[config.mk]
export PLATFORM = sky130hd
export DESIGN_NAME = point_in_polygon_parity_top
export DESIGN_NICKNAME = d
export VERILOG_FILES = /design/src/sv/pipp_pkg.sv /design/src/sv/pipp_front.sv /design/src/sv/pipp_queue.sv /design/src/sv/pipp_back.sv /design/src/sv/point_in_polygon_parity_top.sv
export SDC_FILE = /design/constraint.sdc
export NUM_CORES = 2
export LEC_CHECK = 0
export ABC_AREA = 0
export CAP_MARGIN = 20
export CORE_UTILIZATION = 68
export CTS_CLUSTER_SIZE = 16
export DETAILED_ROUTE_END_ITERATION = 12
export DONT_BUFFER_PORTS = 1
export HOLD_SLACK_MARGIN = 0.06
export PLACE_DENSITY = 0.91
export SLEW_MARGIN = 40
export SYNTH_ARGS = -nofsm -noshare
export SYNTH_HDL_FRONTEND = slang
export SYNTH_SLANG_ARGS = --single-unit
[constraint.sdc]
create_clock -name clk -period 9.9 [get_ports clk]
set_clock_uncertainty 0.1 [all_clocks]
set_input_delay 0.99 -clock clk [delete_from_list [all_inputs] [get_ports clk]]
set_output_delay 0.99 -clock clk [all_outputs]
set_load 0.03 [all_outputs]
[src/sv/pipp_pkg.sv]
// Package with shared types and constants of the point-in-polygon parity block.
`timescale 1ns / 1ps
`default_nettype none

package pipp_pkg;

  // Default coordinate width: signed 16.8 fixed point.
  localparam int COORD_BITS_DEF = 24;

  // Default depth of the queue between the front and the back.
  localparam int TOK_DEPTH = 4;

  // Work left for the back after an edge has been classified.
  typedef struct packed {
    logic toggle;
    logic last;
  } pipp_tok_t;

endpackage

`default_nettype wire

[src/sv/pipp_front.sv]
// Front: takes edges, forms differences and cross products, and classifies each edge.
`timescale 1ns / 1ps
`default_nettype none

module pipp_front #(
  parameter int COORD_BITS = pipp_pkg::COORD_BITS_DEF
) (
  input  wire logic                         clk,
  input  wire logic                         rst,
  input  wire logic                         push,
  output logic                              full,
  input  wire logic signed [COORD_BITS-1:0] point_x,
  input  wire logic signed [COORD_BITS-1:0] point_y,
  input  wire logic signed [COORD_BITS-1:0] start_x,
  input  wire logic signed [COORD_BITS-1:0] start_y,
  input  wire logic signed [COORD_BITS-1:0] end_x,
  input  wire logic signed [COORD_BITS-1:0] end_y,
  input  wire logic                         skip_edge,
  input  wire logic                         last_edge,
  input  wire logic                         queue_full,
  output logic                              tok_wr,
  output pipp_pkg::pipp_tok_t               tok
);

  localparam int DW = COORD_BITS + 1;
  localparam int PW = 2 * DW;
  localparam int MSB = COORD_BITS - 1;

  logic advance;
  logic straddle;

  // Stage one: differences and classification.
  logic                 s1_valid;
  logic signed [DW-1:0] s1_dyp;
  logic signed [DW-1:0] s1_dx;
  logic signed [DW-1:0] s1_dxp;
  logic signed [DW-1:0] s1_dy;
  logic                 s1_up;
  logic                 s1_hit;
  logic                 s1_last;

  // Stage two: the two cross products.
  logic                 s2_valid;
  logic signed [PW-1:0] s2_pa;
  logic signed [PW-1:0] s2_pb;
  logic                 s2_up;
  logic                 s2_hit;
  logic                 s2_last;

  // The whole pipeline moves together; it only halts when its last stage is
  // occupied and the queue cannot take the token.
  assign advance = !s2_valid || !queue_full;
  assign full    = !advance;

  // Half-open rule: one endpoint strictly below the point, the other at or above.
  assign straddle = ((start_y < point_y) && (end_y >= point_y)) ||
                    ((end_y < point_y) && (start_y >= point_y));

  always_ff @(posedge clk) begin
    if (rst) begin
      s1_valid <= 1'b0;
      s2_valid <= 1'b0;
    end else if (advance) begin
      s1_valid <= push;
      s2_valid <= s1_valid;
    end
  end

  always_ff @(posedge clk) begin
    if (advance) begin
      s1_dyp  <= {point_y[MSB], point_y} - {start_y[MSB], start_y};
      s1_dx   <= {end_x[MSB], end_x} - {start_x[MSB], start_x};
      s1_dxp  <= {point_x[MSB], point_x} - {start_x[MSB], start_x};
      s1_dy   <= {end_y[MSB], end_y} - {start_y[MSB], start_y};
      s1_up   <= end_y > start_y;
      s1_hit  <= !skip_edge && straddle;
      s1_last <= last_edge;
      s2_pa   <= s1_dyp * s1_dx;
      s2_pb   <= s1_dxp * s1_dy;
      s2_up   <= s1_up;
      s2_hit  <= s1_hit;
      s2_last <= s1_last;
    end
  end

  // For an upward edge the crossing lies left when pa < pb; a downward edge
  // has a negative divisor, so the inequality turns round.
  assign tok_wr     = s2_valid && !queue_full;
  assign tok.toggle = s2_hit && (s2_up ? (s2_pa < s2_pb) : (s2_pb < s2_pa));
  assign tok.last   = s2_last;

  a_stall_holds : assert property (@(posedge clk) disable iff (rst)
    s2_valid && !advance |=> s2_valid && $stable(s2_pa) && $stable(s2_last))
    else $error("front stage two lost its edge during a stall");

endmodule

`default_nettype wire

[src/sv/pipp_queue.sv]
// Short token queue that decouples the front from the back.
`timescale 1ns / 1ps
`default_nettype none

module pipp_queue #(
  parameter int DEPTH = pipp_pkg::TOK_DEPTH
) (
  input  wire logic                 clk,
  input  wire logic                 rst,
  input  wire logic                 wr,
  input  wire pipp_pkg::pipp_tok_t  wr_tok,
  input  wire logic                 rd,
  output pipp_pkg::pipp_tok_t       rd_tok,
  output logic                      full,
  output logic                      empty
);

  localparam int IW = (DEPTH > 1) ? $clog2(DEPTH) : 1;
  localparam int CW = $clog2(DEPTH + 1);

  pipp_pkg::pipp_tok_t slots [DEPTH];
  logic [IW-1:0] wr_ptr;
  logic [IW-1:0] rd_ptr;
  logic [CW-1:0] count;

  assign full   = count == CW'(DEPTH);
  assign empty  = count == '0;
  assign rd_tok = slots[rd_ptr];

  always_ff @(posedge clk) begin
    if (rst) begin
      wr_ptr <= '0;
      rd_ptr <= '0;
      count  <= '0;
    end else begin
      if (wr) begin
        wr_ptr <= (wr_ptr == IW'(DEPTH - 1)) ? '0 : wr_ptr + 1'b1;
      end
      if (rd) begin
        rd_ptr <= (rd_ptr == IW'(DEPTH - 1)) ? '0 : rd_ptr + 1'b1;
      end
      if (wr && !rd) begin
        count <= count + 1'b1;
      end else if (rd && !wr) begin
        count <= count - 1'b1;
      end
    end
  end

  always_ff @(posedge clk) begin
    if (wr) begin
      slots[wr_ptr] <= wr_tok;
    end
  end

  a_no_overflow : assert property (@(posedge clk) disable iff (rst)
    !(wr && full))
    else $error("token written into a full queue");

  a_no_underflow : assert property (@(posedge clk) disable iff (rst)
    !(rd && empty))
    else $error("token read from an empty queue");

endmodule

`default_nettype wire

[src/sv/pipp_back.sv]
// Back: accumulates crossing parity and holds the result for the receiver.
`timescale 1ns / 1ps
`default_nettype none

module pipp_back (
  input  wire logic                clk,
  input  wire logic                rst,
  input  wire logic                tok_empty,
  input  wire pipp_pkg::pipp_tok_t tok,
  output logic                     take,
  output logic                     empty,
  input  wire logic                pop,
  output logic                     inside_res
);

  logic crossing_parity;
  logic parity_next;
  logic out_valid;
  logic out_free;

  assign empty       = !out_valid;
  assign out_free    = !out_valid || pop;
  // A token that closes a polygon needs the result register; others never wait.
  assign take        = !tok_empty && (!tok.last || out_free);
  assign parity_next = crossing_parity ^ tok.toggle;

  always_ff @(posedge clk) begin
    if (rst) begin
      crossing_parity <= 1'b0;
      out_valid       <= 1'b0;
    end else begin
      if (pop && out_valid) begin
        out_valid <= 1'b0;
      end
      if (take) begin
        crossing_parity <= tok.last ? 1'b0 : parity_next;
        if (tok.last) begin
          out_valid <= 1'b1;
        end
      end
    end
  end

  always_ff @(posedge clk) begin
    if (take && tok.last) begin
      inside_res <= parity_next;
    end
  end

  a_parity_cleared : assert property (@(posedge clk) disable iff (rst)
    take && tok.last |=> crossing_parity == 1'b0 && out_valid)
    else $error("parity not cleared after a polygon was closed");

endmodule

`default_nettype wire

[src/sv/point_in_polygon_parity_top.sv]
// Top level of the even-odd point-in-polygon block.
//
// Edges arrive on a queue-style channel: an edge is transferred at a rising
// edge of clk with push high and full low. Each edge carries the query point,
// both endpoints, a skip flag and a last flag. One edge is taken every cycle
// while the receiver keeps up.
// A result exists only for an edge marked last: inside_res is valid while
// empty is low and is transferred at a rising edge with pop high.
// The result of a last edge passes through the difference stage, the
// multiplier stage and the token queue read by the parity accumulator,
// which registers it for the receiver.
// When the receiver stalls, the result register holds, the back keeps
// folding non-final edges into the parity, and the token queue fills; full
// rises only once the queue is full and the front's last stage holds an
// edge that it cannot hand on.
// Synchronous reset clears the parity, the queue and all valid flags; the
// block is ready in the cycle after reset falls.
`timescale 1ns / 1ps
`default_nettype none

module point_in_polygon_parity_top #(
  parameter int COORD_BITS  = pipp_pkg::COORD_BITS_DEF,
  parameter int QUEUE_DEPTH = pipp_pkg::TOK_DEPTH
) (
  input  wire logic                         clk,
  input  wire logic                         rst,
  input  wire logic                         push,
  output logic                              full,
  input  wire logic signed [COORD_BITS-1:0] point_x,
  input  wire logic signed [COORD_BITS-1:0] point_y,
  input  wire logic signed [COORD_BITS-1:0] start_x,
  input  wire logic signed [COORD_BITS-1:0] start_y,
  input  wire logic signed [COORD_BITS-1:0] end_x,
  input  wire logic signed [COORD_BITS-1:0] end_y,
  input  wire logic                         skip_edge,
  input  wire logic                         last_edge,
  output logic                              empty,
  input  wire logic                         pop,
  output logic                              inside_res
);

  pipp_pkg::pipp_tok_t wr_tok;
  pipp_pkg::pipp_tok_t rd_tok;
  logic tok_wr;
  logic tok_rd;
  logic queue_full;
  logic queue_empty;

  pipp_front #(
    .COORD_BITS(COORD_BITS)
  ) u_front (
    .clk       (clk),
    .rst       (rst),
    .push      (push),
    .full      (full),
    .point_x   (point_x),
    .point_y   (point_y),
    .start_x   (start_x),
    .start_y   (start_y),
    .end_x     (end_x),
    .end_y     (end_y),
    .skip_edge (skip_edge),
    .last_edge (last_edge),
    .queue_full(queue_full),
    .tok_wr    (tok_wr),
    .tok       (wr_tok)
  );

  pipp_queue #(
    .DEPTH(QUEUE_DEPTH)
  ) u_queue (
    .clk   (clk),
    .rst   (rst),
    .wr    (tok_wr),
    .wr_tok(wr_tok),
    .rd    (tok_rd),
    .rd_tok(rd_tok),
    .full  (queue_full),
    .empty (queue_empty)
  );

  pipp_back u_back (
    .clk       (clk),
    .rst       (rst),
    .tok_empty (queue_empty),
    .tok       (rd_tok),
    .take      (tok_rd),
    .empty     (empty),
    .pop       (pop),
    .inside_res(inside_res)
  );

endmodule

`default_nettype wire

==> Yosys cells after proc, flatten, opt, wreduce, memory -nomap -nowiden <==
Memories as Yosys holds them, arrays and structs flattened. A register that Yosys moved wholly into a read port is not among the register bits.
Index checks and enable logic that the tools add are counted.
{ "op_classes": {"n_addsub": 8, "multipliers": 2, "div": 0, "magnitude_cmp": 7, "n_eq_ne": 3, "n_shift": 0, "muxes": 13, "n_bitwise": 1, "n_reduce_logical": 25} }
{ "ops": {"columns": ["cell", "count"], "rows": [
  ["< comparator 50 bit", 2],
  ["multiplier 25 x 25 -> 50 bit", 2],
  ["subtractor 24 x 24 -> 25 bit", 4],
  [">= comparator 24 bit", 2],
  ["< comparator 24 bit", 2],
  ["greater-than comparator 24 bit", 1],
  ["logical AND 1 bit", 10],
  ["logical NOT 1 bit", 9],
  ["2-to-1 mux 2 bit", 4],
  ["2-to-1 mux 1 bit", 7],
  ["2-to-1 mux 3 bit", 2],
  ["adder 2 x 1 -> 2 bit (second input constant)", 2],
  ["equality test 2 bit (second input constant)", 2],
  ["logical OR 1 bit", 4],
  ["adder 3 x 1 -> 3 bit (second input constant)", 1],
  ["equality test 3 bit (second input constant)", 1],
  ["logical NOT 3 bit", 1],
  ["subtractor 3 x 1 -> 3 bit (second input constant)", 1],
  ["nonzero test 2 bit", 1],
  ["bitwise XOR 1 bit", 1]
]} }
{ "totals": {"regBits": 218, "latchBits": 0, "ramBits": 8, "romBits": 0, "in_bits": 150, "word_cells": 80, "mem_count": 1} }
{ "memory_table": {"columns": ["name", "words", "width", "rd", "rd_ports_with_merged_regs", "write_ports", "line", "text"], "rows": [
  ["u_queue.slots", 4, 2, 1, 1, 1, "pipp_queue.sv:21", "pipp_pkg::pipp_tok_t slots [DEPTH];"]
]} }

==> Longest topological paths before layout <==
{ "depth": {"depth_word": 7, "ltp_mapped": 29, "mapped_depth_nobuf": 26} }

==> Cells and area by module <==
From an unflattened synthesis, not the netlist that was laid out.
{ "hier_totals": {"hier_cells": 6155, "area_unflattened_um2": 59238.1} }
{ "modules_own_cells": {"columns": ["mod", "n_inst", "cells_each", "area_each_um2"], "rows": [
  ["pipp_front", 1, 6084, 58347.2],
  ["pipp_queue", 1, 55, 728.2],
  ["pipp_back", 1, 16, 162.7]
]} }

==> Worst setup path after synthesis <==
Ideal clock, no wire load.
{ "synth_timing": {"path_type": "register to output", "startpoint": "register u_queue.count[0]", "endpoint": "output full", "arrival_time_ns": 7.306, "required_time_ns": 8.810, "path_slack_ns": 1.504, "path_stages_with_launch": 4, "path_cell_list": "dfxtp_1 nor2_1 nand3_1 inv_1"} }
{ "synth_between": {"elab_chain_cells": 4} }
{ "synth_rtl": {"columns": ["item", "line", "text"], "rows": [
  ["from (decl)", "pipp_queue.sv:24", "logic [CW-1:0] count;"],
  ["from (signal assigned)", "pipp_queue.sv:43", "count <= count + 1'b1;"],
  ["from (signal assigned)", "pipp_queue.sv:45", "count <= count - 1'b1;"],
  ["equality test 3 bit", "pipp_queue.sv:26", "assign full = count == CW'(DEPTH);"],
  ["logical NOT 1 bit", "pipp_front.sv:52", "assign advance = !s2_valid || !queue_full;"],
  ["logical OR 1 bit", "pipp_front.sv:52", null],
  ["logical NOT 1 bit", "pipp_front.sv:53", "assign full = !advance;"],
  ["to (decl)", "point_in_polygon_parity_top.sv:28", "output logic full,"]
]} }
Every way passes these cells.

==> Worst setup path after layout <==
{ "layout_timing": {"startpoint": "register u_front.s1_dyp[10]", "endpoint": "register u_front.s2_pa[49], data pin"} }
{ "layout_between": {"elab_chain_cells": 1} }
{ "layout_rtl": {"columns": ["item", "line", "text"], "rows": [
  ["from (decl)", "pipp_front.sv:34", "logic signed [DW-1:0] s1_dyp;"],
  ["from (signal assigned)", "pipp_front.sv:71", "s1_dyp <= {point_y[MSB], point_y} - {start_y[MSB], start_y};"],
  ["multiplier 25 x 25 -> 50 bit", "pipp_front.sv:78", "s2_pa <= s1_dyp * s1_dx;"],
  ["to (signal assigned)", "pipp_front.sv:78", null],
  ["to (decl)", "pipp_front.sv:44", "logic signed [PW-1:0] s2_pa;"]
]} }
Every way passes these cells.
A chain may end at the register's enable or synchronous reset.

==> impl_results.md <==
* Setup TNS at 0 ns
* Placer congestion estimate at 0.978
* Post-Route WL at 166000 um
* Share of layout cells above drive strength 1 at 3.19%
* Cells after synthesis at 6172
* PostCTS Resize Cnt at 0
* Min Tclk post-route at 8.52 ns
* Largest net degree at the start of global routing at 79
* CTS tree: built
* RSZ-0062 raised after global routing: false
* Final net count at 8019
* Post-synthesis compound-gate area fraction at 6.28%
* Antenna violations before repair at 11
* Max Freq at 117 MHz
* Cts bufs inserted at 26
* Grt ovf at 0
* Pre-Repair DR Iteration Count at 8
* Synthesized cell area at 59300 um2
* Number of port buffers at 0
* Max Slew Vio Count at 0
* Post-synth top cells: 1443 x inv_1, 1321 x fa_1, 679 x nand2_1, 621 x and2_1, 460 x ha_1
* Syn Area/Cell at 9.61 um2
* Die X at 297 um
* Worst Path Max Fanout at 15
* # Post-CTS Setup Buffers at 0
* Worst skew pair latency at 0.58 ns
* Critical Path AT at 8.74 ns
* Critical Path Start Type: register
* Clk slew on worst S/H paths at 0.06 ns
* Post-synth EDFFs at 215
* Post-synth top area share at 44.6%
* DRT antenna net count at 0
* Vias per std cell at 6.18
* Status: complete, no violations
* DRC viols at 0
* Die Height at 297 um
* Post-synth ARST share at 0%
* Worst Hold Class: register to register
* Synth Flop Type: edfxtp_1
* Ports at 153
* Crit end category: register
* Hold buffer count at CTS at 0
* # rows at 107
* Final setup viols at 0
* Synthesis-to-finish area growth at 4.51%
* Starting Density at 69.1%
* Fill cells at 5553
* Post-Syn Nets at 8103
* Max_slew headroom at 39.8%
* Most frequent cell after synthesis: inv_1
* Leading area contributor after synthesis: fa_1
* Vias in the first global route at 50100
* Critical path class: register to register
* FF+latch count, synth at 228
* Final worst-path cycle share at 86.1%
* Worst-margin pin slew at 0.902 ns
* Std-Cell Core Area at 85800 um2
* Post-synthesis adder-cell area fraction at 54.3%
* Crit-path most repeated cell: fa_1
* Reg area at 6720 um2
* Post-synthesis sequential area ratio at 11.3%
* Synth top area cells: fa_1 45%, edfxtp_1 11%, ha_1 9.7%
* Warnings from Yosys at 0
* DR iter-0 viols at 4503
* HPWL Detailed at 132000 um
* Routed WL per cell at 22.9 um
* Slowest stage delay, CP at 0.93 ns
* Global-route wire length before repair at 264000 um
* Total Routing Usage GR at 38.8%
* H-Tree Depth at 1
* Buf/Inv on CP at 6
* Synth cell types at 83
* Clk root buf: clkbuf_16
* Max Buffers Root-to-Sink at 3
* CP top delay family: adder cells
* Multi-input logic area at 46400 um2
* CP Data Required Time at 10.12 ns
* CP max-delay cell: edfxtp_1
* Final Hold Fails at 0
* # Max-Cap Violations at 0
* Die Area at 88400 um2
* Mux share of post-synthesis cell area at 0.181%
* Simple-Gate Fraction of Synth Area at 14.5%
* Xor-xnor portion of the synthesized cell area at 2.86%
* Largest family of logic cells by synthesized area: adder cells
* Vias at 44800
* Clock sinks at 228
## worst paths after layout
path	start	endpoint	slack (ns)	cells past startpoint
worst max register to register	u_front.s1_dyp[10]$_DFFE_PN_	u_front.s2_pa[49]$_DFFE_PN_	1.38	25
worst max-delay path	u_front.s1_dyp[10]$_DFFE_PN_	u_front.s2_pa[49]$_DFFE_PN_	1.38	25
worst min register to register	u_front.s1_up$_DFFE_PN_	u_front.s2_up$_DFFE_PN_	0.33	0
worst min-delay path	u_front.s1_up$_DFFE_PN_	u_front.s2_up$_DFFE_PN_	0.33	0
## placed cells by master (no fill, tap or decap), types with 7 or more instances in the layout
master and count:
inv_1 1443, fa_1 1320, nand2_1 679, and2_1 621
ha_1 460, edfxtp_1 215, a21oi_1 183, nor2_1 157
xnor2_1 135, o21ai_0 103, a21o_1 96, xor2_1 58
buf_4 56, buf_6 53, nand4_1 43, nand2b_1 42
o21a_1 36, nand3_1 34, nor2b_1 31, nor3_1 29
clkbuf_16 27, a211oi_1 20, and3_1 18, a31oi_1 18
o21bai_1 17, or3_1 15, dfxtp_1 13, a211o_1 11
buf_8 10, o31ai_1 8, and4_1 7, a21boi_0 7
or2_2 7
## flip-flops by register name, summed over array words and instances (netlist names), 2 cells and up, named ones only
signal,count
u_queue.slots,8
u_queue.count,3
u_front.s2_pa,50
u_front.s1_dyp,25
u_queue.wr_ptr,2
u_front.s1_dxp,25
u_front.s1_dy,25
u_front.s2_pb,50
u_front.s1_dx,25
u_queue.rd_ptr,2
## cell type report
cell class | count | area share (%)
multi-input cells | 4268 | 74.8
flip-flops and latches | 228 | 10.8
inverters | 1445 | 8.75
well taps | 1144 | 2.31
repair buffers | 119 | 1.88
clock buffers | 28 | 1.10
clock inverters | 18 | 0.367
diodes | 4 | 0.0161
## per-stage QoR
step,cells,setup slack [ns],hold WS (ns),area (um2),util [%]
floorplan,6172,1.50,0.300,59300,-
global placement,7143,1.62,0.305,60300,70.3
detailed placement,7187,1.52,0.316,60900,70.9
CTS,7233,1.33,0.334,61800,72.0
global route,7250,1.11,0.336,62000,72.2
finish,7254,1.38,0.333,62000,72.3
## layer usage
| layer | vias up | global-route usage, % | wire length (um) |
|---|---|---|---|
| met3 | 1014 | 10.9 | 20300 |
| met5 | - | 0 | 309 |
| met1 | 22200 | 44.9 | 53600 |
| met4 | 12 | 23.5 | 12600 |
| li1 | 18500 | - | - |
| met2 | 3138 | 64.3 | 79300 |
## worst reg2reg max path, stage by stage (launching register included)
cell	delay [ns]
edfxtp_1	0.93
buf_4	0.36
nand2_1	0.12
fa_1	0.54
fa_1	0.55
inv_1	0.05
fa_1	0.50
inv_1	0.05
fa_1	0.53
inv_1	0.05
fa_1	0.40
fa_1	0.51
inv_1	0.05
fa_1	0.47
inv_1	0.04
ha_1	0.35
and4_1	0.25
a31o_2	0.25
a21oi_1	0.36
o22ai_1	0.19
nor2_1	0.34
o31ai_1	0.22
a211oi_1	0.52
nand3_1	0.17
a31oi_1	0.25
xnor2_1	0.10
## cells by family after synthesis
| group | count (synthesis) |
|---|---|
| multiplexers | 8 |
| flip-flops | 228 |
| adder cells (fa/ha/maj) | 1781 |
| AO/OA/AOI/OAI | 576 |
| buffers and inverters | 1676 |
| XOR/XNOR | 194 |
| AND/OR/NAND/NOR | 1709 |
Power is not shown: default switching activity piles up to over one toggle a cycle in this logic, so the estimate is an artifact.
